**src/rtl/rfc_pkg.sv**
```systemverilog
// ============================================================================
// rfc_pkg
// Shared types and constants for the rotating frame compositor: item
// layouts, pixel kinds, modes, register map and blend masks.
// ============================================================================
package rfc_pkg;

    // Item command codes.
    localparam logic CMD_MAP   = 1'b0;
    localparam logic CMD_BLEND = 1'b1;

    // Pixel kinds carried by map and blend results.
    typedef enum logic [2:0] {
        KIND_BG     = 3'd0,
        KIND_COPY_A = 3'd1,
        KIND_COPY_B = 3'd2,
        KIND_SCRIM  = 3'd3,
        KIND_FADE   = 3'd4
    } t_kind;

    // Composition modes; the three unused codes behave as plain.
    typedef enum logic [2:0] {
        MODE_PLAIN      = 3'd0,
        MODE_SLIDE_FWD  = 3'd1,
        MODE_SLIDE_BACK = 3'd2,
        MODE_SHEET      = 3'd3,
        MODE_FADE       = 3'd4
    } t_mode;

    // Register indexes, one 32-bit word each.
    typedef enum logic [2:0] {
        REG_MODE         = 3'd0,
        REG_ROTATED_FLIP = 3'd1,
        REG_SHIFT_X      = 3'd2,
        REG_SHIFT_Y      = 3'd3,
        REG_OFFSET       = 3'd4,
        REG_BLEND_LEVEL  = 3'd5,
        REG_BG_COLOR     = 3'd6,
        REG_PIN_ROW      = 3'd7
    } t_reg_idx;

    localparam int          PADDR_W       = 5;
    localparam int          ADDR_W        = 18;
    localparam logic [8:0]  PIN_ROW_RESET = 9'd320;

    // Per-channel shift masks for RGB565 quarters and halves.
    localparam logic [15:0] QUARTER_MASK  = 16'h39E7;
    localparam logic [15:0] HALF_MASK     = 16'h7BEF;

    // Configuration register bank.
    typedef struct packed {
        logic [2:0]  mode;
        logic        rotated_flip;
        logic [9:0]  shift_x;
        logic [9:0]  shift_y;
        logic [9:0]  offset_amount;
        logic [1:0]  blend_level;
        logic [15:0] bg_color;
        logic [8:0]  pin_row;
    } t_cfg;

    // Input item.
    typedef struct packed {
        logic        cmd;
        logic [8:0]  panel_x;
        logic [8:0]  panel_y;
        logic [2:0]  kind_in;
        logic [15:0] pixel_a;
        logic [15:0] pixel_b;
    } t_in_item;

    // Result item.
    typedef struct packed {
        t_kind              kind;
        logic [ADDR_W-1:0]  addr_a;
        logic [ADDR_W-1:0]  addr_b;
        logic [15:0]        color;
    } t_out_item;

endpackage

```
**src/rtl/rfc_stream_if.sv**
```systemverilog
// ============================================================================
// rfc_stream_if
// Valid/ready channels for compositor input items and result items.
// ============================================================================
interface rfc_in_if;
    logic               valid;
    logic               ready;
    rfc_pkg::t_in_item  data;

    modport source (output valid, output data, input ready);
    modport sink   (input valid, input data, output ready);
endinterface

interface rfc_out_if;
    logic               valid;
    logic               ready;
    rfc_pkg::t_out_item data;

    modport source (output valid, output data, input ready);
    modport sink   (input valid, input data, output ready);
endinterface

```
**src/rtl/rfc_map.sv**
```systemverilog
// ============================================================================
// rfc_map
// Panel coordinate to source pixel mapping: rotation, shift, bounds and the
// slide, sheet and fade selections. Produces the kind and the source row and
// column for each frame; an unused frame gets row and column zero.
// ============================================================================
module rfc_map #(
    parameter int SRC_WIDTH  = 480,
    parameter int SRC_HEIGHT = 320
) (
    input  rfc_pkg::t_cfg                    i_cfg,
    input  logic [8:0]                       i_panel_x,
    input  logic [8:0]                       i_panel_y,
    output rfc_pkg::t_kind                   o_kind,
    output logic [$clog2(SRC_HEIGHT)-1:0]    o_row_a,
    output logic [$clog2(SRC_WIDTH)-1:0]     o_col_a,
    output logic [$clog2(SRC_HEIGHT)-1:0]    o_row_b,
    output logic [$clog2(SRC_WIDTH)-1:0]     o_col_b
);

    localparam int RW      = $clog2(SRC_HEIGHT);
    localparam int CW      = $clog2(SRC_WIDTH);
    localparam int MAX_DIM = (SRC_WIDTH > SRC_HEIGHT) ? SRC_WIDTH : SRC_HEIGHT;
    localparam int SGW     = ($clog2(MAX_DIM) + 3 > 12) ? $clog2(MAX_DIM) + 3 : 12;

    localparam logic signed [SGW-1:0] W_S = SGW'(SRC_WIDTH);
    localparam logic signed [SGW-1:0] H_S = SGW'(SRC_HEIGHT);
    localparam logic signed [SGW-1:0] ONE = SGW'(1);

    logic signed [SGW-1:0] px_s, py_s, lx, ly, sx, sy;
    logic signed [SGW-1:0] shx_s, shy_s, ofs_s, pin_s;
    logic signed [SGW-1:0] off, split, top, sheet_row;
    logic                  in_panel, in_src;

    // Widen every operand to one signed width.
    assign px_s  = $signed({{(SGW-9){1'b0}}, i_panel_x});
    assign py_s  = $signed({{(SGW-9){1'b0}}, i_panel_y});
    assign shx_s = $signed({{(SGW-10){i_cfg.shift_x[9]}}, i_cfg.shift_x});
    assign shy_s = $signed({{(SGW-10){i_cfg.shift_y[9]}}, i_cfg.shift_y});
    assign ofs_s = $signed({{(SGW-10){1'b0}}, i_cfg.offset_amount});
    assign pin_s = $signed({{(SGW-9){1'b0}}, i_cfg.pin_row});

    // Rotation into the landscape frame, then the source shift.
    assign lx = i_cfg.rotated_flip ? (W_S - ONE - py_s) : py_s;
    assign ly = i_cfg.rotated_flip ? px_s : (H_S - ONE - px_s);
    assign sx = lx - shx_s;
    assign sy = ly - shy_s;

    assign in_panel = (px_s < H_S) && (py_s < W_S);
    assign in_src   = (sx >= 0) && (sx < W_S) && (sy >= 0) && (sy < H_S);

    // Slide split point and sheet top edge.
    assign off       = (ofs_s > W_S) ? W_S : ofs_s;
    assign split     = W_S - off;
    assign top       = H_S - ofs_s;
    assign sheet_row = sy - top;

    // Kind and source coordinates per mode.
    always_comb begin
        o_kind  = rfc_pkg::KIND_BG;
        o_row_a = '0;
        o_col_a = '0;
        o_row_b = '0;
        o_col_b = '0;
        if (in_panel && in_src) begin
            case (i_cfg.mode)
                rfc_pkg::MODE_SLIDE_FWD, rfc_pkg::MODE_SLIDE_BACK: begin
                    if (ly >= pin_s) begin
                        o_kind  = rfc_pkg::KIND_COPY_B;
                        o_row_b = RW'(sy);
                        o_col_b = CW'(sx);
                    end else if (i_cfg.mode == rfc_pkg::MODE_SLIDE_FWD) begin
                        if (sx < split) begin
                            o_kind  = rfc_pkg::KIND_COPY_A;
                            o_row_a = RW'(sy);
                            o_col_a = CW'(sx + off);
                        end else begin
                            o_kind  = rfc_pkg::KIND_COPY_B;
                            o_row_b = RW'(sy);
                            o_col_b = CW'(sx - split);
                        end
                    end else begin
                        if (sx < off) begin
                            o_kind  = rfc_pkg::KIND_COPY_B;
                            o_row_b = RW'(sy);
                            o_col_b = CW'(sx + split);
                        end else begin
                            o_kind  = rfc_pkg::KIND_COPY_A;
                            o_row_a = RW'(sy);
                            o_col_a = CW'(sx - off);
                        end
                    end
                end
                rfc_pkg::MODE_SHEET: begin
                    if (sy < top) begin
                        o_kind  = rfc_pkg::KIND_SCRIM;
                        o_row_a = RW'(sy);
                        o_col_a = CW'(sx);
                    end else if (sheet_row < H_S) begin
                        o_kind  = rfc_pkg::KIND_COPY_B;
                        o_row_b = RW'(sheet_row);
                        o_col_b = CW'(sx);
                    end
                end
                rfc_pkg::MODE_FADE: begin
                    o_kind  = rfc_pkg::KIND_FADE;
                    o_row_a = RW'(sy);
                    o_col_a = CW'(sx);
                    o_row_b = RW'(sy);
                    o_col_b = CW'(sx);
                end
                default: begin
                    o_kind  = rfc_pkg::KIND_COPY_A;
                    o_row_a = RW'(sy);
                    o_col_a = CW'(sx);
                end
            endcase
        end
    end

endmodule

```
**src/rtl/rotating_frame_compositor_core.sv**
```systemverilog
// ============================================================================
// rotating_frame_compositor_core
// Portrait panel pixel compositor over two landscape RGB565 frames: maps
// panel coordinates to source word addresses and blends fetched pixels.
// ============================================================================
//
//  Channel   Dir  Handshake             Payload
//  i_in      in   valid/ready           cmd, panel_x, panel_y, kind_in,
//                                       pixel_a, pixel_b
//  o_out     out  valid/ready           kind, addr_a, addr_b, color
//  APB       in   psel/penable/pwrite   paddr, pwdata, prdata (pready = 1)
//
//  One item per clock while the output is not stalled. An input register
//  is followed by the map or blend logic and the row times width address
//  multiply, which feed the result register. Both stages advance together
//  whenever the result register is empty or being taken, so a stalled
//  output holds the input stage and i_in.ready drops. Synchronous active-low
//  reset clears the stage valid bits and loads the register reset values.
//
module rotating_frame_compositor_core #(
    parameter int SRC_WIDTH  = 480,
    parameter int SRC_HEIGHT = 320
) (
    input  logic                          i_clk,
    input  logic                          i_rst_n,
    rfc_in_if.sink                        i_in,
    rfc_out_if.source                     o_out,
    input  logic                          psel,
    input  logic                          penable,
    input  logic                          pwrite,
    input  logic [rfc_pkg::PADDR_W-1:0]   paddr,
    input  logic [31:0]                   pwdata,
    output logic [31:0]                   prdata,
    output logic                          pready
);

    localparam int RW     = $clog2(SRC_HEIGHT);
    localparam int CW     = $clog2(SRC_WIDTH);
    localparam int PROD_W = RW + CW + 1;

    rfc_pkg::t_cfg      r_cfg;
    rfc_pkg::t_in_item  r_in;
    logic               r_s1_valid;
    rfc_pkg::t_out_item r_out;
    logic               r_out_valid;
    rfc_pkg::t_out_item n_out;

    logic               w_adv;
    logic               w_wr;
    rfc_pkg::t_reg_idx  w_idx;
    rfc_pkg::t_kind     w_map_kind;
    logic [RW-1:0]      w_row_a, w_row_b;
    logic [CW-1:0]      w_col_a, w_col_b;
    logic [15:0]        w_bg_be;
    logic [15:0]        w_blend;
    logic [15:0]        w_a, w_b;

    function automatic logic [15:0] swap16(input logic [15:0] c);
        return {c[7:0], c[15:8]};
    endfunction

    function automatic logic [15:0] quarter(input logic [15:0] c);
        return (c >> 2) & rfc_pkg::QUARTER_MASK;
    endfunction

    function automatic logic [15:0] half(input logic [15:0] c);
        return (c >> 1) & rfc_pkg::HALF_MASK;
    endfunction

    // Register port: writes land on the access phase, reads are immediate.
    assign pready = 1'b1;
    assign w_wr   = psel && penable && pwrite && pready;
    assign w_idx  = rfc_pkg::t_reg_idx'(paddr[rfc_pkg::PADDR_W-1:2]);

    always_ff @(posedge i_clk) begin
        if (!i_rst_n) begin
            r_cfg <= '{mode: '0, rotated_flip: 1'b0, shift_x: '0, shift_y: '0,
                       offset_amount: '0, blend_level: '0, bg_color: '0,
                       pin_row: rfc_pkg::PIN_ROW_RESET};
        end else if (w_wr) begin
            unique case (w_idx)
                rfc_pkg::REG_MODE:         r_cfg.mode          <= pwdata[2:0];
                rfc_pkg::REG_ROTATED_FLIP: r_cfg.rotated_flip  <= pwdata[0];
                rfc_pkg::REG_SHIFT_X:      r_cfg.shift_x       <= pwdata[9:0];
                rfc_pkg::REG_SHIFT_Y:      r_cfg.shift_y       <= pwdata[9:0];
                rfc_pkg::REG_OFFSET:       r_cfg.offset_amount <= pwdata[9:0];
                rfc_pkg::REG_BLEND_LEVEL:  r_cfg.blend_level   <= pwdata[1:0];
                rfc_pkg::REG_BG_COLOR:     r_cfg.bg_color      <= pwdata[15:0];
                rfc_pkg::REG_PIN_ROW:      r_cfg.pin_row       <= pwdata[8:0];
                default: ;
            endcase
        end
    end

    always_comb begin
        prdata = '0;
        unique case (w_idx)
            rfc_pkg::REG_MODE:         prdata = 32'(r_cfg.mode);
            rfc_pkg::REG_ROTATED_FLIP: prdata = 32'(r_cfg.rotated_flip);
            rfc_pkg::REG_SHIFT_X:      prdata = 32'(r_cfg.shift_x);
            rfc_pkg::REG_SHIFT_Y:      prdata = 32'(r_cfg.shift_y);
            rfc_pkg::REG_OFFSET:       prdata = 32'(r_cfg.offset_amount);
            rfc_pkg::REG_BLEND_LEVEL:  prdata = 32'(r_cfg.blend_level);
            rfc_pkg::REG_BG_COLOR:     prdata = 32'(r_cfg.bg_color);
            rfc_pkg::REG_PIN_ROW:      prdata = 32'(r_cfg.pin_row);
            default:                   prdata = '0;
        endcase
    end

    // Pipeline advance: both stages move when the result slot frees up.
    assign w_adv       = !r_out_valid || o_out.ready;
    assign i_in.ready  = w_adv;
    assign o_out.valid = r_out_valid;
    assign o_out.data  = r_out;

    always_ff @(posedge i_clk) begin
        if (!i_rst_n) begin
            r_s1_valid  <= 1'b0;
            r_out_valid <= 1'b0;
        end else if (w_adv) begin
            r_s1_valid  <= i_in.valid;
            r_out_valid <= r_s1_valid;
        end
    end

    always_ff @(posedge i_clk) begin
        if (w_adv) begin
            r_in  <= i_in.data;
            r_out <= n_out;
        end
    end

    // Coordinate mapping for map transactions.
    rfc_map #(
        .SRC_WIDTH  (SRC_WIDTH),
        .SRC_HEIGHT (SRC_HEIGHT)
    ) u_map (
        .i_cfg      (r_cfg),
        .i_panel_x  (r_in.panel_x),
        .i_panel_y  (r_in.panel_y),
        .o_kind     (w_map_kind),
        .o_row_a    (w_row_a),
        .o_col_a    (w_col_a),
        .o_row_b    (w_row_b),
        .o_col_b    (w_col_b)
    );

    // Blend of the two fetched pixels in native channel order.
    assign w_bg_be = swap16(r_cfg.bg_color);
    assign w_a     = swap16(r_in.pixel_a);
    assign w_b     = swap16(r_in.pixel_b);

    always_comb begin
        w_blend = w_bg_be;
        case (r_in.kind_in)
            rfc_pkg::KIND_COPY_A: w_blend = r_in.pixel_a;
            rfc_pkg::KIND_COPY_B: w_blend = r_in.pixel_b;
            rfc_pkg::KIND_SCRIM: begin
                case (r_cfg.blend_level)
                    2'd0:    w_blend = r_in.pixel_a;
                    2'd1:    w_blend = swap16(w_a - quarter(w_a));
                    default: w_blend = swap16(half(w_a));
                endcase
            end
            rfc_pkg::KIND_FADE: begin
                case (r_cfg.blend_level)
                    2'd0, 2'd1: w_blend = swap16(w_a - quarter(w_a) + quarter(w_b));
                    2'd2:       w_blend = swap16(half(w_a) + half(w_b));
                    default:    w_blend = swap16(quarter(w_a) + w_b - quarter(w_b));
                endcase
            end
            default: w_blend = w_bg_be;
        endcase
    end

    // Result assembly; addresses are row times width plus column.
    always_comb begin
        n_out = '0;
        if (r_in.cmd == rfc_pkg::CMD_MAP) begin
            n_out.kind   = w_map_kind;
            n_out.addr_a = rfc_pkg::ADDR_W'(PROD_W'(w_row_a) * PROD_W'(SRC_WIDTH)
                                            + PROD_W'(w_col_a));
            n_out.addr_b = rfc_pkg::ADDR_W'(PROD_W'(w_row_b) * PROD_W'(SRC_WIDTH)
                                            + PROD_W'(w_col_b));
            n_out.color  = w_bg_be;
        end else begin
            n_out.kind   = (r_in.kind_in > rfc_pkg::KIND_FADE) ? rfc_pkg::KIND_BG
                                                 : rfc_pkg::t_kind'(r_in.kind_in);
            n_out.color  = w_blend;
        end
    end

    // A stalled result register must hold the input stage off.
    a_stall_blocks_input: assert property (@(posedge i_clk) disable iff (!i_rst_n)
        (r_out_valid && !o_out.ready) |-> !i_in.ready)
        else $error("input accepted while result register is stalled");

    // An accepted transaction occupies the input stage on the next cycle.
    a_accept_fills_stage: assert property (@(posedge i_clk) disable iff (!i_rst_n)
        (i_in.valid && i_in.ready) |=> r_s1_valid)
        else $error("accepted transaction lost from input stage");

    // Background results never carry a source address.
    a_bg_no_addr: assert property (@(posedge i_clk) disable iff (!i_rst_n)
        (o_out.valid && o_out.data.kind == rfc_pkg::KIND_BG)
            |-> (o_out.data.addr_a == '0 && o_out.data.addr_b == '0))
        else $error("background result with nonzero address");

    // Copy-a results never carry a frame b address.
    a_copy_single_addr: assert property (@(posedge i_clk) disable iff (!i_rst_n)
        (o_out.valid && o_out.data.kind == rfc_pkg::KIND_COPY_A)
            |-> (o_out.data.addr_b == '0))
        else $error("copy-a result with frame b address");

endmodule

```
**src/flat_wrapper.sv**
```systemverilog
// flat-port wrapper written by rule: the top's interface ports become plain ports
module rotating_frame_compositor_core_flat 
#(
    parameter int SRC_WIDTH  = 480,
    parameter int SRC_HEIGHT = 320
)
  (i_clk, i_rst_n, psel, penable, pwrite, paddr, pwdata, prdata, pready, i_in_valid, i_in_data, i_in_ready, o_out_valid, o_out_data, o_out_ready);
  rfc_in_if i_in_i ();
  rfc_out_if o_out_i ();
  input  logic i_clk;
  input  logic i_rst_n;
  input  logic psel;
  input  logic penable;
  input  logic pwrite;
  input  logic [rfc_pkg::PADDR_W-1:0] paddr;
  input  logic [31:0] pwdata;
  output logic [31:0] prdata;
  output logic pready;
  input wire logic [$bits(i_in_i.valid)-1:0] i_in_valid;
  input wire logic [$bits(i_in_i.data)-1:0] i_in_data;
  output wire logic [$bits(i_in_i.ready)-1:0] i_in_ready;
  output wire logic [$bits(o_out_i.valid)-1:0] o_out_valid;
  output wire logic [$bits(o_out_i.data)-1:0] o_out_data;
  input wire logic [$bits(o_out_i.ready)-1:0] o_out_ready;
  assign i_in_i.valid = i_in_valid;
  assign i_in_i.data = i_in_data;
  assign i_in_ready = i_in_i.ready;
  assign o_out_valid = o_out_i.valid;
  assign o_out_data = o_out_i.data;
  assign o_out_i.ready = o_out_ready;
  rotating_frame_compositor_core #(.SRC_WIDTH(SRC_WIDTH), .SRC_HEIGHT(SRC_HEIGHT)) u_core (.i_clk(i_clk), .i_rst_n(i_rst_n), .i_in(i_in_i), .o_out(o_out_i), .psel(psel), .penable(penable), .pwrite(pwrite), .paddr(paddr), .pwdata(pwdata), .prdata(prdata), .pready(pready));
endmodule
```
**config.mk**
```make
export PLATFORM = sky130hd
export DESIGN_NAME = rotating_frame_compositor_core_flat
export DESIGN_NICKNAME = d
export VERILOG_FILES = /design/src/rtl/rfc_pkg.sv /design/src/rtl/rfc_stream_if.sv /design/src/rtl/rfc_map.sv /design/src/rtl/rotating_frame_compositor_core.sv /design/src/flat_wrapper.sv
export SDC_FILE = /design/constraint.sdc
export NUM_CORES = 1
export LEC_CHECK = 0
export ABC_AREA = 0
export BUFFER_PORTS_ARGS = -buffer_cell sky130_fd_sc_hd__buf_2
export CAP_MARGIN = 20
export CORE_MARGIN = 1.5
export CORE_UTILIZATION = 35
export CTS_BUF_LIST = sky130_fd_sc_hd__clkbuf_4
export DETAILED_ROUTE_END_ITERATION = 10
export SYNTH_ARGS = -nofsm -noshare
export SYNTH_HDL_FRONTEND = slang
export SYNTH_HIERARCHICAL = 1
export SYNTH_SLANG_ARGS = --single-unit
```
**constraint.sdc**
```tcl
create_clock -name i_clk -period 13.1 [get_ports i_clk]
set_input_delay 0 -clock i_clk [delete_from_list [all_inputs] [get_ports i_clk]]
set_output_delay 0 -clock i_clk [all_outputs]
set_load 0.005 [all_outputs]
```
### Word level (Yosys, flattened, before mapping)

Index checks and enable logic that the tools add are counted.

| storage, ports and cells | value |
|---|---|
| input bits | 98 |
| word-level logic and storage cells | 139 |
| output and inout port bits | 90 |
| register bits after elaboration | 172 |

| cells by class | value |
|---|---|
| equal/unequal tests | 17 |
| multiplexer cells | 48 |
| order comparisons | 13 |
| reductions and logical operators | 21 |
| multipliers | 2 |
| $add $sub $neg | 18 |

Operator list:

| operator | number |
|---|---|
| case mux 32 bit (8 select lines) | 1 |
| two-way mux 9 bit | 26 |
| case mux 16 bit (2 select lines) | 2 |
| case mux 16 bit (4 select lines) | 1 |
| case mux 9 bit (3 select lines) | 2 |
| adder 18 x 9 -> 18 bit | 2 |
| less-than comparator 12 x 10 -> 1 bit, second input constant | 3 |
| less-than comparator 12 x 11 -> 1 bit | 3 |
| case mux 9 bit (2 select lines) | 2 |
| subtractor 16 x 14 -> 16 bit | 2 |
| multiplier 9 x 4 -> 13 bit, second input constant | 2 |
| >= comparator 12 x 1 -> 1 bit, second input constant | 2 |
| two-way mux 12 bit | 2 |
| subtractor 12 x 10 -> 12 bit | 2 |
| subtractor 9 x 10 -> 11 bit, first input constant | 2 |
| subtractor 9 x 9 -> 10 bit, first input constant | 2 |
| adder 9 bit | 2 |
| == test 3 x 2 -> 1 bit, second input constant | 6 |
| == test 3 bit, second input constant | 6 |
| less-than comparator 9 bit, second input constant | 2 |
| subtractor 9 bit | 2 |
| adder 14 x 16 -> 16 bit | 1 |
| adder 15 x 15 -> 16 bit | 1 |
| adder 16 x 14 -> 16 bit | 1 |
| other kinds (19) | 42 |

### Longest topological paths before layout

Gate-level depths: netlist (run 1).

| depth | value |
|---|---|
| word-level depth | 11 |
| depth in mapped cells | 35 |
| gate-level depth less buffers | 34 |

### Hierarchy

Netlist (run 1), hierarchy kept.

Modules (own cells, without submodules):

| module | area each (um^2) | cells each | times used |
|---|---|---|---|
| rotating_frame_compositor_core | 12597.1 | 1320 | 1 |
| rfc_map | 4747.1 | 687 | 1 |

### Worst setup path after synthesis (run 1)

Ideal clock, no wire load.

| timing path | value |
|---|---|
| kind | register to register |
| start point | register u_core/r_cfg[57] (netlist name) |
| end point | register u_core.r_out (netlist bit u_core/o_out.data[51]) (data pin) |
| arrival time | 8.032 ns |
| setup slack | 4.812 ns |
| clock period less this slack | 8.288 ns |
| required time | 12.844 ns |
| cell stages (with the launch flop) | 33 |
| cells stage by stage | dfxtp_1 > clkbuf_1 > clkbuf_1 > xor2_1 > ha_1 > o211ai_1 > a21o_1 > nor2b_1 > xor2_1 > inv_1 > ha_1 > buf_2 > nor3_1 > a2111oi_0 > o21ba_2 > o22ai_1 > nand2_1 > and3_1 > o21ai_1 > nor2b_1 > fa_1 > inv_1 > fa_1 > inv_1 > ha_1 > a21o_1 > a21oi_1 > xnor2_1 > or3b_2 > a211oi_1 > and4_1 > a311oi_1 > a41o_1 |

| between the ends | value |
|---|---|
| word-level cells in the longest chain between the ends | 10 |

RTL lines:

| item | RTL line | RTL |
|---|---|---|
| start, declared | rotating_frame_compositor_core.sv:41 | `rfc_pkg::t_cfg r_cfg;` |
| start signal, assigned | rotating_frame_compositor_core.sv:77 | `r_cfg <= '{mode: '0, rotated_flip: 1'b0, shift_x: '0, shift_y: '0,` |
| two-way mux 12 bit | rfc_map.sv:44 | `assign lx = i_cfg.rotated_flip ? (W_S - ONE - py_s) : py_s;` |
| subtractor 12 x 10 -> 12 bit | rfc_map.sv:46 | `assign sx = lx - shx_s;` |
| less-than comparator 12 x 11 -> 1 bit, or another cell as far along | rfc_map.sv:83 | `if (sx < off) begin` |
| two-way mux 9 bit, or another cell as far along | rfc_map.sv:83 |  |
| two-way mux 9 bit or logical AND 1 bit (tied branches) | rfc_map.sv:72, rfc_map.sv:50 |  |
| two-way mux 9 bit or logical AND 1 bit (tied branches) | rfc_map.sv:68, rfc_map.sv:50 |  |
| case mux 9 bit (2 select lines) or logical AND 1 bit (tied branches) | rfc_map.sv:66, rfc_map.sv:65 |  |
| two-way mux 9 bit * | rfc_map.sv:65 | `if (in_panel && in_src) begin` |
| net u_core.w_row_a[2] | rotating_frame_compositor_core.sv:52 | `logic [RW-1:0] w_row_a, w_row_b;` |
| multiplier 9 x 4 -> 13 bit * | rotating_frame_compositor_core.sv:181 | `n_out.addr_a = rfc_pkg::ADDR_W'(PROD_W'(w_row_a) * PROD_W'(SRC_WIDTH)` |
| adder 18 x 9 -> 18 bit * | rotating_frame_compositor_core.sv:182 | `+ PROD_W'(w_col_a));` |
| end signal, assigned | rotating_frame_compositor_core.sv:129 | `r_out <= n_out;` |
| end, declared | rotating_frame_compositor_core.sv:44 | `rfc_pkg::t_out_item r_out;` |

Mark *: on every way through the listed nets, which the timed path passes. The rest lies on a longest branch.
A chain may end at the register's enable or synchronous reset.

### Final worst setup path (run 1)

Same ends and word-level chain as after synthesis.

==> impl_metrics.xml, run 1 <==
<?xml version="1.0" encoding="UTF-8"?>
<metrics>
  <group name="outcome">
    <metric name="run_status" unit="">completed</metric>
  </group>
  <group name="routing">
    <metric name="routedWlPerCell" unit="um">17.5</metric>
    <metric name="drt_iter0_drcs" unit="">1040</metric>
    <metric name="drt_antenna_net_count" unit="">0</metric>
    <metric name="detailroute.via_count" unit="">15736</metric>
    <metric name="vias_per_cell" unit="">5.32</metric>
    <metric name="route.final.wire_length" unit="um">51900</metric>
    <metric name="drc_violations_left" unit="">0</metric>
    <metric name="drtPass1Iterations" unit="">5</metric>
  </group>
  <group name="synthesis">
    <metric name="ys.warnings.count" unit="">6</metric>
    <metric name="synth_compound_area_frac" unit="">0.208</metric>
    <metric name="asyncSetResetFlopFracSynth" unit="">0</metric>
    <metric name="synth.lib_cells_used.distinct" unit="">95</metric>
    <metric name="synth_enable_flop_cells" unit="">109</metric>
    <metric name="synthCells" unit="">2007</metric>
    <metric name="main_combinational_cell_family_by_area_after_synthesis" unit="">compound AO/OA/AOI/OAI gates</metric>
    <metric name="synth.cell_area" unit="um2">17300</metric>
    <metric name="ys_seq_elements" unit="">172</metric>
    <metric name="synth-adder-area-share" unit="">0.187</metric>
    <metric name="synth.mux.area_fraction" unit="">0.0453</metric>
    <metric name="post_synthesis_xor_xnor_area_fraction" unit="">0.0600</metric>
    <metric name="postSynth.topFlopCell" unit="">edfxtp_1</metric>
    <metric name="synthSimpleGateAreaFrac" unit="">0.172</metric>
    <metric name="average_cell_area_after_synthesis" unit="um2">8.64</metric>
    <metric name="synth_sequential_area_ratio" unit="">0.261</metric>
  </group>
  <group name="sta">
    <metric name="finalHoldViolCount" unit="">0</metric>
    <metric name="finalSetupViolCount" unit="">0</metric>
    <metric name="setup_total_negative_slack" unit="ns">0</metric>
    <metric name="tightestPinTransition" unit="ns">0.979</metric>
    <metric name="final_min_period_over_clock_period" unit="">0.725</metric>
    <metric name="timing.clock.skew" unit="ns">0.0469</metric>
    <metric name="slew_violations" unit="">0</metric>
    <metric name="rsz0062_at_grt" unit="">false</metric>
    <metric name="timing.final.crit_period" unit="ns">9.50</metric>
    <metric name="timing.fmax" unit="GHz">0.105</metric>
    <metric name="max-slew-margin-rel" unit="">0.340</metric>
  </group>
  <group name="power_and_ir_drop">
    <metric name="leakage" unit="nW">8.93</metric>
    <metric name="design_power_total" unit="mW">1.69</metric>
    <metric name="irDropWorstVdd" unit="mV">0.0771</metric>
    <metric name="power_density_relative_to_cell_area" unit="nW/um2">81.7</metric>
  </group>
  <group name="clocking">
    <metric name="tritoncts_clock_tree" unit="">done</metric>
    <metric name="ctsHtreeMaxLevel" unit="">4</metric>
    <metric name="holdBufCountCts" unit="">159</metric>
    <metric name="cts_max_path_bufs" unit="">2</metric>
    <metric name="cts_buffers" unit="">17</metric>
    <metric name="cts_root_buf" unit="">clkbuf_4</metric>
    <metric name="clock_latency" unit="ns">0.78</metric>
    <metric name="numClockSinks" unit="">172</metric>
    <metric name="resized_cells_post_cts" unit="">0</metric>
    <metric name="postCtsSetupRepairBufs" unit="">0</metric>
    <metric name="cts.clk_slew.worst_paths" unit="ns">0.19</metric>
  </group>
  <group name="setup_path">
    <metric name="reg2reg_depth" unit="">30</metric>
    <metric name="timing.setup.critical_path_class" unit="">reg2reg</metric>
    <metric name="crit_arrival" unit="ns">10.02</metric>
    <metric name="crit_slowest_cell" unit="">a2111oi_0</metric>
    <metric name="critical_path_peak_fanout" unit="">18</metric>
    <metric name="cp_data_required_time" unit="ns">13.63</metric>
    <metric name="cp-end-kind" unit="">register</metric>
    <metric name="start_kind" unit="">register</metric>
    <metric name="critPathMaxStageDelay" unit="ns">0.79</metric>
  </group>
  <group name="finish">
    <metric name="fillers" unit="">4894</metric>
    <metric name="finish.net_count" unit="">2600</metric>
    <metric name="area_growth_syn_to_layout" unit="%">19.0</metric>
    <metric name="post_route_cells_drive_above_1_share" unit="">0.112</metric>
  </group>
  <group name="hold_path">
    <metric name="min_delay_path_depth" unit="">2</metric>
    <metric name="worst_hold_path_type" unit="">in2reg</metric>
  </group>
  <group name="grt">
    <metric name="grt_use_total" unit="">0.207</metric>
    <metric name="first_global_vias" unit="">15377</metric>
    <metric name="grt_first_pass_wirelength" unit="um">82300</metric>
    <metric name="globalRoute.totalOverflow" unit="">0</metric>
    <metric name="grt_max_degree" unit="">68</metric>
    <metric name="number_of_antenna_violations_at_the_first_check_in_global_routing" unit="">5</metric>
  </group>
  <group name="floorplanning">
    <metric name="floorplan.initialDensity" unit="">0.354</metric>
    <metric name="ios" unit="">188</metric>
    <metric name="row_count" unit="">81</metric>
    <metric name="core_area" unit="um2">49000</metric>
    <metric name="die-area" unit="um2">50900</metric>
    <metric name="die_w" unit="um">226</metric>
    <metric name="floorplan.die.height" unit="um">226</metric>
  </group>
  <group name="placed_design">
    <metric name="gpl.final_weighted_congestion" unit="">0.922</metric>
    <metric name="detailed_place_hpwl" unit="um">39400</metric>
    <metric name="numPortBuffers" unit="">152</metric>
  </group>
  <group name="job">
    <metric name="max_cap_viol_count" unit="">0</metric>
  </group>
</metrics>
-- cells in the final DEF, fill, tap and decap left out, types with 13 or more instances in the layout --
cell type | synthesis | layout
ha_1 | 173 | 173
o21ai_0 | 98 | 98
a211oi_1 | 28 | 28
nor3_1 | 42 | 40
edfxtp_1 | 109 | 109
and2_1 | 14 | 14
and3_1 | 16 | 16
a21o_1 | 36 | 36
clkbuf_4 | 0 | 18
conb_1 | 3 | 18
xor2_1 | 41 | 41
mux2i_1 | 56 | 56
buf_2 | 8 | 152
o22ai_1 | 31 | 31
nand2b_1 | 18 | 17
fa_1 | 54 | 54
nor2b_1 | 86 | 86
o31ai_1 | 13 | 13
inv_1 | 183 | 183
dfxtp_1 | 63 | 63
dlygate4sd3_1 | 0 | 159
nand2_1 | 165 | 165
a21boi_0 | 25 | 25
nand3_1 | 34 | 34
buf_4 | 17 | 14
xnor2_1 | 76 | 76
o211ai_1 | 17 | 17
o21a_1 | 27 | 27
nor2_1 | 161 | 161
a21oi_1 | 113 | 113
-- report_power, final --
part           total (mW)  leakage (nW)  internal [mW]  switching [mW]
sequential          0.631          1.72          0.607          0.0238
clock               0.327         0.153         0.0883           0.239
combinational       0.727          7.05          0.311           0.417
total                1.69          8.93           1.01           0.680
-- final cells by class --
cell class | count | area, um2 | share of cell area
multi-input combinational | 1570 | 11800 | 0.570
sequential | 172 | 4530 | 0.220
timing repair buffer | 329 | 2520 | 0.122
tap | 664 | 831 | 0.0403
inverter | 185 | 694 | 0.0337
clock inverter | 14 | 148 | 0.00716
clock buffer | 18 | 135 | 0.00655
antenna | 7 | 17.5 | 0.000849
-- logic make-up after synthesis --
group / after synthesis
AOI/OAI and AO/OA: 527
xor gates and xnor gates: 118
adders and majority gates: 227
buffers and inverters: 280
DFF: 172
muxes: 71
other: 3
and+or+nand+nor: 609
-- final timing paths --
path                                  startpoint                             endpoint  slack (ns)
setup / recovery   u_core/r_cfg[57]$_SDFFE_PN0P_  u_core/o_out.data[51]$_SDFFCE_PP0P_        3.60
hold / removal                       o_out_ready            u_core/r_in[48]$_DFFE_PP_        0.09
setup reg to reg   u_core/r_cfg[57]$_SDFFE_PN0P_  u_core/o_out.data[51]$_SDFFCE_PP0P_        3.60
hold reg to reg   u_core/r_s1_valid$_SDFFE_PN0P_      u_core/o_out.valid$_SDFFE_PN0P_        0.49
-- routing by layer --
| metal | vias to the layer above | wire (um) | track usage | part of all wire |
|---|---|---|---|---|
| li1 | 7682 | - | - | - |
| met1 | 7511 | 22600 | 0.258 | 0.44 |
| met2 | 462 | 25100 | 0.356 | 0.48 |
| met3 | 79 | 2700 | 0.0355 | 0.052 |
| met4 | 2 | 1500 | 0.0805 | 0.029 |
| met5 | - | 10 | 0 | 0.00019 |
-- critical path: cells and delay by family (launching register included) --
kind	cells	cell delay [ns]
AOI/OAI and AO/OA	11	2.86
and+or+nand+nor	7	2.29
adders and majority gates	5	2.00
xor gates and xnor gates	3	0.83
DFF	1	0.63
buffers and inverters	4	0.61
-- sequential cells by signal, indices dropped and copies added, names as in the netlist --
| register | cells |
|---|---|
| u_core/o_out.data | 55 |
| u_core/r_cfg | 61 |
| u_core/o_out.valid | 1 |
| u_core/r_in | 54 |
| u_core/r_s1_valid | 1 |
-- per-stage QoR --
step / utilization / worst slack (ns) / hold slack [ns] / instances / area, um2
2_1_floorplan: - / 4.81 / 0.0989 / 2022 / 17400
3_5_place_dp: 0.382 / 3.30 / 0.178 / 2756 / 18700
4_1_cts: 0.420 / 3.26 / 0.0113 / 2947 / 20600
5_1_grt: 0.422 / 2.95 / 0.0883 / 2959 / 20600
3_3_place_gp: 0.381 / 3.50 / 0.177 / 2755 / 18700
6_report: 0.422 / 3.60 / 0.0891 / 2959 / 20600
-- Yosys cell counts, types with 25 or more instances --
| cell type | n | share of area |
|---|---|---|
| a21oi_1 | 113 | 0.033 |
| a211oi_1 | 28 | 0.012 |
| edfxtp_1 | 109 | 0.19 |
| nand2_1 | 165 | 0.036 |
| o22ai_1 | 31 | 0.011 |
| mux2i_1 | 56 | 0.032 |
| ha_1 | 173 | 0.12 |
| inv_1 | 183 | 0.040 |
| o21ai_0 | 98 | 0.028 |
| fa_1 | 54 | 0.062 |
| nor2b_1 | 86 | 0.031 |
| dfxtp_1 | 63 | 0.073 |
| a21o_1 | 36 | 0.016 |
| nor2_1 | 161 | 0.035 |
| clkbuf_1 | 61 | 0.013 |
| xnor2_1 | 76 | 0.038 |
| nor3_1 | 42 | 0.012 |
| a21boi_0 | 25 | 0.011 |
| o21a_1 | 27 | 0.012 |
| nand3_1 | 34 | 0.0098 |
| xor2_1 | 41 | 0.021 |
Power figures use the tool's default switching activity.
==> run 2, diff against run 1 <==
clock period = 7.62 ns   (was 13.1 ns; I/O delays follow)
==> impl_metrics.xml, run 2 (same netlist as run 1, synthesis figures left out) <==
<?xml version="1.0" encoding="UTF-8"?>
<metrics>
  <group name="setup_path">
    <metric name="critPathMaxStageDelay" unit="ns">0.59</metric>
    <metric name="critical_path_buf_inv_count" unit="">4</metric>
    <metric name="critical_path.top_delay_family" unit="">compound AO/OA/AOI/OAI gates</metric>
    <metric name="cp_data_required_time" unit="ns">8.23</metric>
    <metric name="start_kind" unit="">register</metric>
    <metric name="timing.setup.critical_path_class" unit="">reg2reg</metric>
    <metric name="critical_path_peak_fanout" unit="">6</metric>
    <metric name="crit_arrival" unit="ns">8.08</metric>
    <metric name="cp-end-kind" unit="">register</metric>
    <metric name="crit_slowest_cell" unit="">fa_1</metric>
  </group>
  <group name="power_and_ir_drop">
    <metric name="clock_network_fraction_of_total_power" unit="">0.202</metric>
    <metric name="irDropWorstVdd" unit="mV">0.147</metric>
    <metric name="power.internal" unit="mW">1.87</metric>
    <metric name="p_comb_frac" unit="">0.450</metric>
    <metric name="power_density_relative_to_cell_area" unit="nW/um2">140</metric>
    <metric name="power.net_switching" unit="mW">1.24</metric>
    <metric name="share_seq_of_total_power" unit="">0.349</metric>
    <metric name="switching_part_of_the_total" unit="">0.399</metric>
    <metric name="design_power_total" unit="mW">3.11</metric>
    <metric name="leakage" unit="nW">9.73</metric>
  </group>
  <group name="hold_path">
    <metric name="worst_hold_path_type" unit="">in2reg</metric>
  </group>
  <group name="routing">
    <metric name="vias_per_cell" unit="">5.29</metric>
    <metric name="drtPass1Iterations" unit="">7</metric>
    <metric name="drt_iter0_drcs" unit="">1111</metric>
    <metric name="detailroute.via_count" unit="">16380</metric>
    <metric name="drc_violations_left" unit="">0</metric>
    <metric name="route.final.wire_length" unit="um">54800</metric>
    <metric name="drt_antenna_net_count" unit="">0</metric>
    <metric name="routedWlPerCell" unit="um">17.7</metric>
  </group>
  <group name="grt">
    <metric name="globalRoute.totalOverflow" unit="">0</metric>
    <metric name="grt_use_total" unit="">0.214</metric>
    <metric name="grt_max_degree" unit="">66</metric>
    <metric name="first_global_vias" unit="">15744</metric>
    <metric name="number_of_antenna_violations_at_the_first_check_in_global_routing" unit="">5</metric>
    <metric name="grt_first_pass_wirelength" unit="um">84700</metric>
  </group>
  <group name="sta">
    <metric name="hold-worst-slack" unit="ns">0.0714</metric>
    <metric name="max-slew-margin-rel" unit="">0.265</metric>
    <metric name="timing.final.crit_period" unit="ns">7.47</metric>
    <metric name="slew_violations" unit="">0</metric>
    <metric name="final_min_period_over_clock_period" unit="">0.980</metric>
    <metric name="finalSetupViolCount" unit="">0</metric>
    <metric name="tightestPinTransition" unit="ns">1.10</metric>
    <metric name="rsz0062_at_grt" unit="">true</metric>
    <metric name="timing.clock.skew" unit="ns">0.0427</metric>
    <metric name="finalHoldViolCount" unit="">0</metric>
    <metric name="timing.fmax" unit="GHz">0.134</metric>
  </group>
  <group name="finish">
    <metric name="area_growth_syn_to_layout" unit="%">27.9</metric>
    <metric name="largest_reg_flops" unit="">61</metric>
    <metric name="postLayoutCoreUtil" unit="">0.453</metric>
    <metric name="finish.net_count" unit="">2738</metric>
    <metric name="layout_common_cells" unit="">182 x inv_1, 165 x ha_1, 161 x nand2_1</metric>
    <metric name="registers.top_by_ff_count" unit="">u_core/r_cfg</metric>
    <metric name="final_common_cell" unit="">inv_1</metric>
    <metric name="post_route_cells_drive_above_1_share" unit="">0.191</metric>
  </group>
  <group name="clocking">
    <metric name="ctsHtreeMaxLevel" unit="">4</metric>
    <metric name="clock_latency" unit="ns">0.80</metric>
    <metric name="cts_max_path_bufs" unit="">2</metric>
    <metric name="cts.clk_slew.worst_paths" unit="ns">0.20</metric>
    <metric name="tritoncts_clock_tree" unit="">done</metric>
    <metric name="numClockSinks" unit="">172</metric>
    <metric name="cts_buffers" unit="">17</metric>
    <metric name="cts_root_buf" unit="">clkbuf_4</metric>
  </group>
  <group name="floorplanning">
    <metric name="die-area" unit="um2">50900</metric>
    <metric name="floorplan.die.height" unit="um">226</metric>
    <metric name="floorplan.initialDensity" unit="">0.354</metric>
    <metric name="ios" unit="">188</metric>
    <metric name="row_count" unit="">81</metric>
    <metric name="die_w" unit="um">226</metric>
    <metric name="core_area" unit="um2">49000</metric>
  </group>
  <group name="placed_design">
    <metric name="detailed_place_hpwl" unit="um">41400</metric>
    <metric name="numPortBuffers" unit="">152</metric>
    <metric name="gpl.final_weighted_congestion" unit="">0.922</metric>
  </group>
  <group name="job">
    <metric name="max_cap_viol_count" unit="">0</metric>
  </group>
  <group name="outcome">
    <metric name="run_status" unit="">completed</metric>
  </group>
</metrics>
## run 2: worst paths after layout
| check | start | end | slack [ns] | cells after the start |
|---|---|---|---|---|
| worst min-delay path | pwdata[7] | u_core/r_cfg[16]$_SDFFE_PN0P_ | 0.07 | 4 |
| worst max-delay path | u_core/r_cfg[57]$_SDFFE_PN0P_ | u_core/o_out.data[33]$_SDFFCE_PP0P_ | 0.15 | 33 |
| worst min register to register | u_core/r_s1_valid$_SDFFE_PN0P_ | u_core/o_out.valid$_SDFFE_PN0P_ | 0.53 | 2 |
| worst max register to register | u_core/r_cfg[57]$_SDFFE_PN0P_ | u_core/o_out.data[33]$_SDFFCE_PP0P_ | 0.15 | 33 |
## run 2: worst register-to-register path, delay by kind of cell, from the launching register on
| kind | cells | cell delay (ns) |
|---|---|---|
| XOR/XNOR | 2 | 0.36 |
| adder cells (fa/ha/maj) | 6 | 1.97 |
| buffers and inverters | 4 | 0.55 |
| multiplexers | 1 | 0.15 |
| AO/OA/AOI/OAI | 12 | 2.56 |
| flip-flops | 1 | 0.40 |
| AND/OR/NAND/NOR | 8 | 1.33 |
## run 2: area by class of cell
cell class | count | area [um2]
fill | 4769 | 26800
multi-input combinational | 1570 | 12200
sequential | 172 | 4540
timing repair buffer | 467 | 3560
tap | 664 | 831
inverter | 185 | 694
clock inverter | 15 | 195
clock buffer | 17 | 128
antenna | 7 | 17.5
## run 2: power groups by stage
stage          logic, mW  registers [mW]  clock network [mW]
6_report            1.40            1.08               0.627
5_1_grt             1.55            1.09               0.685
4_1_cts             1.34            1.08               0.652
3_5_place_dp        1.27            1.10                   0
3_3_place_gp        1.25            1.10                   0
2_1_floorplan      0.896            1.10                   0
## run 2: per-layer routing
metal | track usage | share of wire | vias to the layer above
li1 | - | - | 7956
met1 | 0.272 | 0.45 | 7871
met3 | 0.0399 | 0.047 | 99
met5 | 0 | 0 | -
met2 | 0.357 | 0.48 | 454
met4 | 0.0844 | 0.029 | 0
## run 2: metrics by stage
step	cell area (um2)	cells	setup TNS [ns]	worst slack (ns)
6_report	22200	3097	0	0.154
5_1_grt	22200	3096	-0.980	-0.205
4_1_cts	21500	3065	0	0.0168
3_5_place_dp	19600	2875	-0.819	-0.149
3_3_place_gp	19600	2875	0	0.0576
2_1_floorplan	17400	2022	-0.0273	-0.0273
## run 2: repair_timing
item	4_1_cts	5_1_grt
setup buffers	1	23
pin swaps	4	46
endpoints found under the setup margin	8	12
cloned	0	1
hold endpoints to repair	117	0
hold buffers	157	0
gates resized for setup	13	83
==> run 3, diff against run 2 <==
CTS_CLUSTER_SIZE = 25   (was not set)
SETUP_SLACK_MARGIN = 0.4   (was not set)
==> impl_metrics.xml, run 3 (same netlist as run 1, synthesis figures left out) <==
<?xml version="1.0" encoding="UTF-8"?>
<metrics>
  <group name="outcome">
    <metric name="run_status" unit="">completed</metric>
  </group>
  <group name="finish">
    <metric name="layout_common_cells" unit="">175 x inv_1, 161 x nand2_1, 157 x nor2_1</metric>
    <metric name="finish.net_count" unit="">2740</metric>
    <metric name="design_area" unit="um2">22500</metric>
    <metric name="fillers" unit="">4694</metric>
    <metric name="final_common_cell" unit="">inv_1</metric>
    <metric name="largest_reg_flops" unit="">61</metric>
    <metric name="area_growth_syn_to_layout" unit="%">29.6</metric>
    <metric name="post_route_cells_drive_above_1_share" unit="">0.215</metric>
    <metric name="registers.top_by_ff_count" unit="">u_core/r_cfg</metric>
  </group>
  <group name="routing">
    <metric name="drtPass1Iterations" unit="">7</metric>
    <metric name="drc_violations_left" unit="">0</metric>
    <metric name="drt_iter0_drcs" unit="">1112</metric>
    <metric name="detailroute.via_count" unit="">16462</metric>
    <metric name="drt_antenna_net_count" unit="">0</metric>
    <metric name="vias_per_cell" unit="">5.32</metric>
    <metric name="route.final.wire_length" unit="um">54600</metric>
    <metric name="routedWlPerCell" unit="um">17.6</metric>
  </group>
  <group name="sta">
    <metric name="rsz0062_at_grt" unit="">true</metric>
    <metric name="max-slew-margin-rel" unit="">0.387</metric>
    <metric name="finalHoldViolCount" unit="">0</metric>
    <metric name="slew_violations" unit="">0</metric>
    <metric name="final_min_period_over_clock_period" unit="">0.972</metric>
    <metric name="tightestPinTransition" unit="ns">0.919</metric>
    <metric name="timing.clock.skew" unit="ns">0.0529</metric>
    <metric name="timing.final.crit_period" unit="ns">7.41</metric>
    <metric name="setup_slack" unit="ns">0.213</metric>
    <metric name="finalSetupViolCount" unit="">0</metric>
    <metric name="timing.fmax" unit="GHz">0.135</metric>
    <metric name="hold-worst-slack" unit="ns">0.0323</metric>
  </group>
  <group name="grt">
    <metric name="grt_max_degree" unit="">66</metric>
    <metric name="number_of_antenna_violations_at_the_first_check_in_global_routing" unit="">4</metric>
    <metric name="grt_first_pass_wirelength" unit="um">85600</metric>
    <metric name="globalRoute.totalOverflow" unit="">0</metric>
    <metric name="grt_use_total" unit="">0.216</metric>
    <metric name="first_global_vias" unit="">16310</metric>
  </group>
  <group name="floorplanning">
    <metric name="die_w" unit="um">226</metric>
    <metric name="ios" unit="">188</metric>
    <metric name="floorplan.initialDensity" unit="">0.354</metric>
    <metric name="row_count" unit="">81</metric>
    <metric name="floorplan.die.height" unit="um">226</metric>
    <metric name="core_area" unit="um2">49000</metric>
    <metric name="die-area" unit="um2">50900</metric>
  </group>
  <group name="power_and_ir_drop">
    <metric name="power.internal" unit="mW">1.89</metric>
    <metric name="share_seq_of_total_power" unit="">0.349</metric>
    <metric name="clock_network_fraction_of_total_power" unit="">0.180</metric>
    <metric name="switching_part_of_the_total" unit="">0.394</metric>
    <metric name="irDropWorstVdd" unit="mV">0.113</metric>
    <metric name="p_comb_frac" unit="">0.471</metric>
    <metric name="leakage" unit="nW">9.84</metric>
    <metric name="power.net_switching" unit="mW">1.23</metric>
    <metric name="power_density_relative_to_cell_area" unit="nW/um2">139</metric>
    <metric name="design_power_total" unit="mW">3.12</metric>
  </group>
  <group name="job">
    <metric name="max_cap_viol_count" unit="">0</metric>
  </group>
  <group name="clocking">
    <metric name="cts_buffers" unit="">17</metric>
    <metric name="clock_latency" unit="ns">0.75</metric>
    <metric name="tritoncts_clock_tree" unit="">done</metric>
    <metric name="cts.clk_slew.worst_paths" unit="ns">0.18</metric>
    <metric name="cts_root_buf" unit="">clkbuf_4</metric>
    <metric name="cts_max_path_bufs" unit="">2</metric>
    <metric name="numClockSinks" unit="">172</metric>
    <metric name="ctsHtreeMaxLevel" unit="">4</metric>
  </group>
  <group name="setup_path">
    <metric name="cp_data_required_time" unit="ns">8.11</metric>
    <metric name="critical_path_peak_fanout" unit="">8</metric>
    <metric name="timing.setup.critical_path_class" unit="">reg2reg</metric>
    <metric name="crit_slowest_cell" unit="">fa_1</metric>
    <metric name="critical-path-top-cell-by-count" unit="">buf_4</metric>
    <metric name="cp-end-kind" unit="">register</metric>
    <metric name="crit_arrival" unit="ns">7.90</metric>
    <metric name="critPathMaxStageDelay" unit="ns">0.44</metric>
    <metric name="start_kind" unit="">register</metric>
  </group>
  <group name="placed_design">
    <metric name="numPortBuffers" unit="">152</metric>
    <metric name="detailed_place_hpwl" unit="um">41100</metric>
    <metric name="gpl.final_weighted_congestion" unit="">0.904</metric>
    <metric name="postPlaceCellArea" unit="um2">19500</metric>
    <metric name="dpl_worst_slack" unit="ns">-0.0224</metric>
  </group>
  <group name="hold_path">
    <metric name="worst_hold_path_type" unit="">in2reg</metric>
  </group>
</metrics>
-- run 3: cell types whose count changed in the layout (fill, tap and decap cells not counted), moves of 5 or more --
cell / before / now
xnor2_2: 5 / 13
ha_4: 5 / 10
ha_1: 165 / 156
inv_1: 182 / 175
inv_2: 3 / 9
xnor2_1: 70 / 61
-- run 3: power by group through the flow --
| stage | clock [mW] | combinational, mW | sequential (mW) |
|---|---|---|---|
| final | 0.562 | 1.47 | 1.09 |
| after global routing | 0.619 | 1.62 | 1.09 |
| after CTS | 0.590 | 1.40 | 1.09 |
| after detailed placement | 0 | 1.26 | 1.11 |
| after global placement | 0 | 1.24 | 1.11 |
| after floorplan | 0 | 0.908 | 1.10 |
-- run 3: final timing paths --
check                                      start                                  end  slack [ns]  cells past startpoint
setup / recovery   u_core/r_cfg[57]$_SDFFE_PN0P_  u_core/o_out.data[32]$_SDFFCE_PP0P_        0.21                     33
hold / removal                          paddr[3]         u_core/r_cfg[1]$_SDFFE_PN0P_        0.03                      5
setup reg to reg   u_core/r_cfg[57]$_SDFFE_PN0P_  u_core/o_out.data[32]$_SDFFCE_PP0P_        0.21                     33
hold reg to reg   u_core/r_s1_valid$_SDFFE_PN0P_      u_core/o_out.valid$_SDFFE_PN0P_        0.47                      2
-- run 3: final cells by class --
type	count	area, um2	share of cell area
clock inverters	14	139	0.00618
repair buffers	469	3560	0.158
well taps	664	831	0.0370
flip-flops and latches	172	4540	0.202
diodes	4	10.0	0.000445
inverters	185	694	0.0309
clock buffers	18	135	0.00601
multi-input cells	1570	12600	0.559
-- run 3: timing repair --
item                                   4_1_cts  5_1_grt
setup endpoints to repair                   12       14
gates resized for setup                     94       53
pin swaps                                   48       37
hold buffers                               156        0
buffers inserted                            29       23
endpoints found under the hold margin      117        0
-- run 3: per-stage QoR --
stage	setup TNS, ns	std cells	utilization
3_3_place_gp	0	2849	0.398
5_1_grt	-0.465	3095	0.459
2_1_floorplan	0	2022	-
6_report	0	3096	0.459
3_5_place_dp	-0.0420	2850	0.399
4_1_cts	0	3067	0.450
-- run 3: routing by layer --
metal	global-route usage	wire, um	share of wire	vias to the layer above
met5	0	0	0	-
li1	-	-	-	7961
met4	0.0821	1580	0.029	0
met2	0.373	26600	0.49	514
met3	0.0327	2720	0.050	98
met1	0.270	23700	0.43	7889
-- run 3: critical path: cells and delay by family, from the launching register on --
kind	cells	cell delay, ns
flip-flops	1	0.41
XOR/XNOR	3	0.53
buffers and inverters	6	0.75
AO/OA/AOI/OAI	10	2.33
adder cells (fa/ha/maj)	5	1.74
AND/OR/NAND/NOR	9	1.43
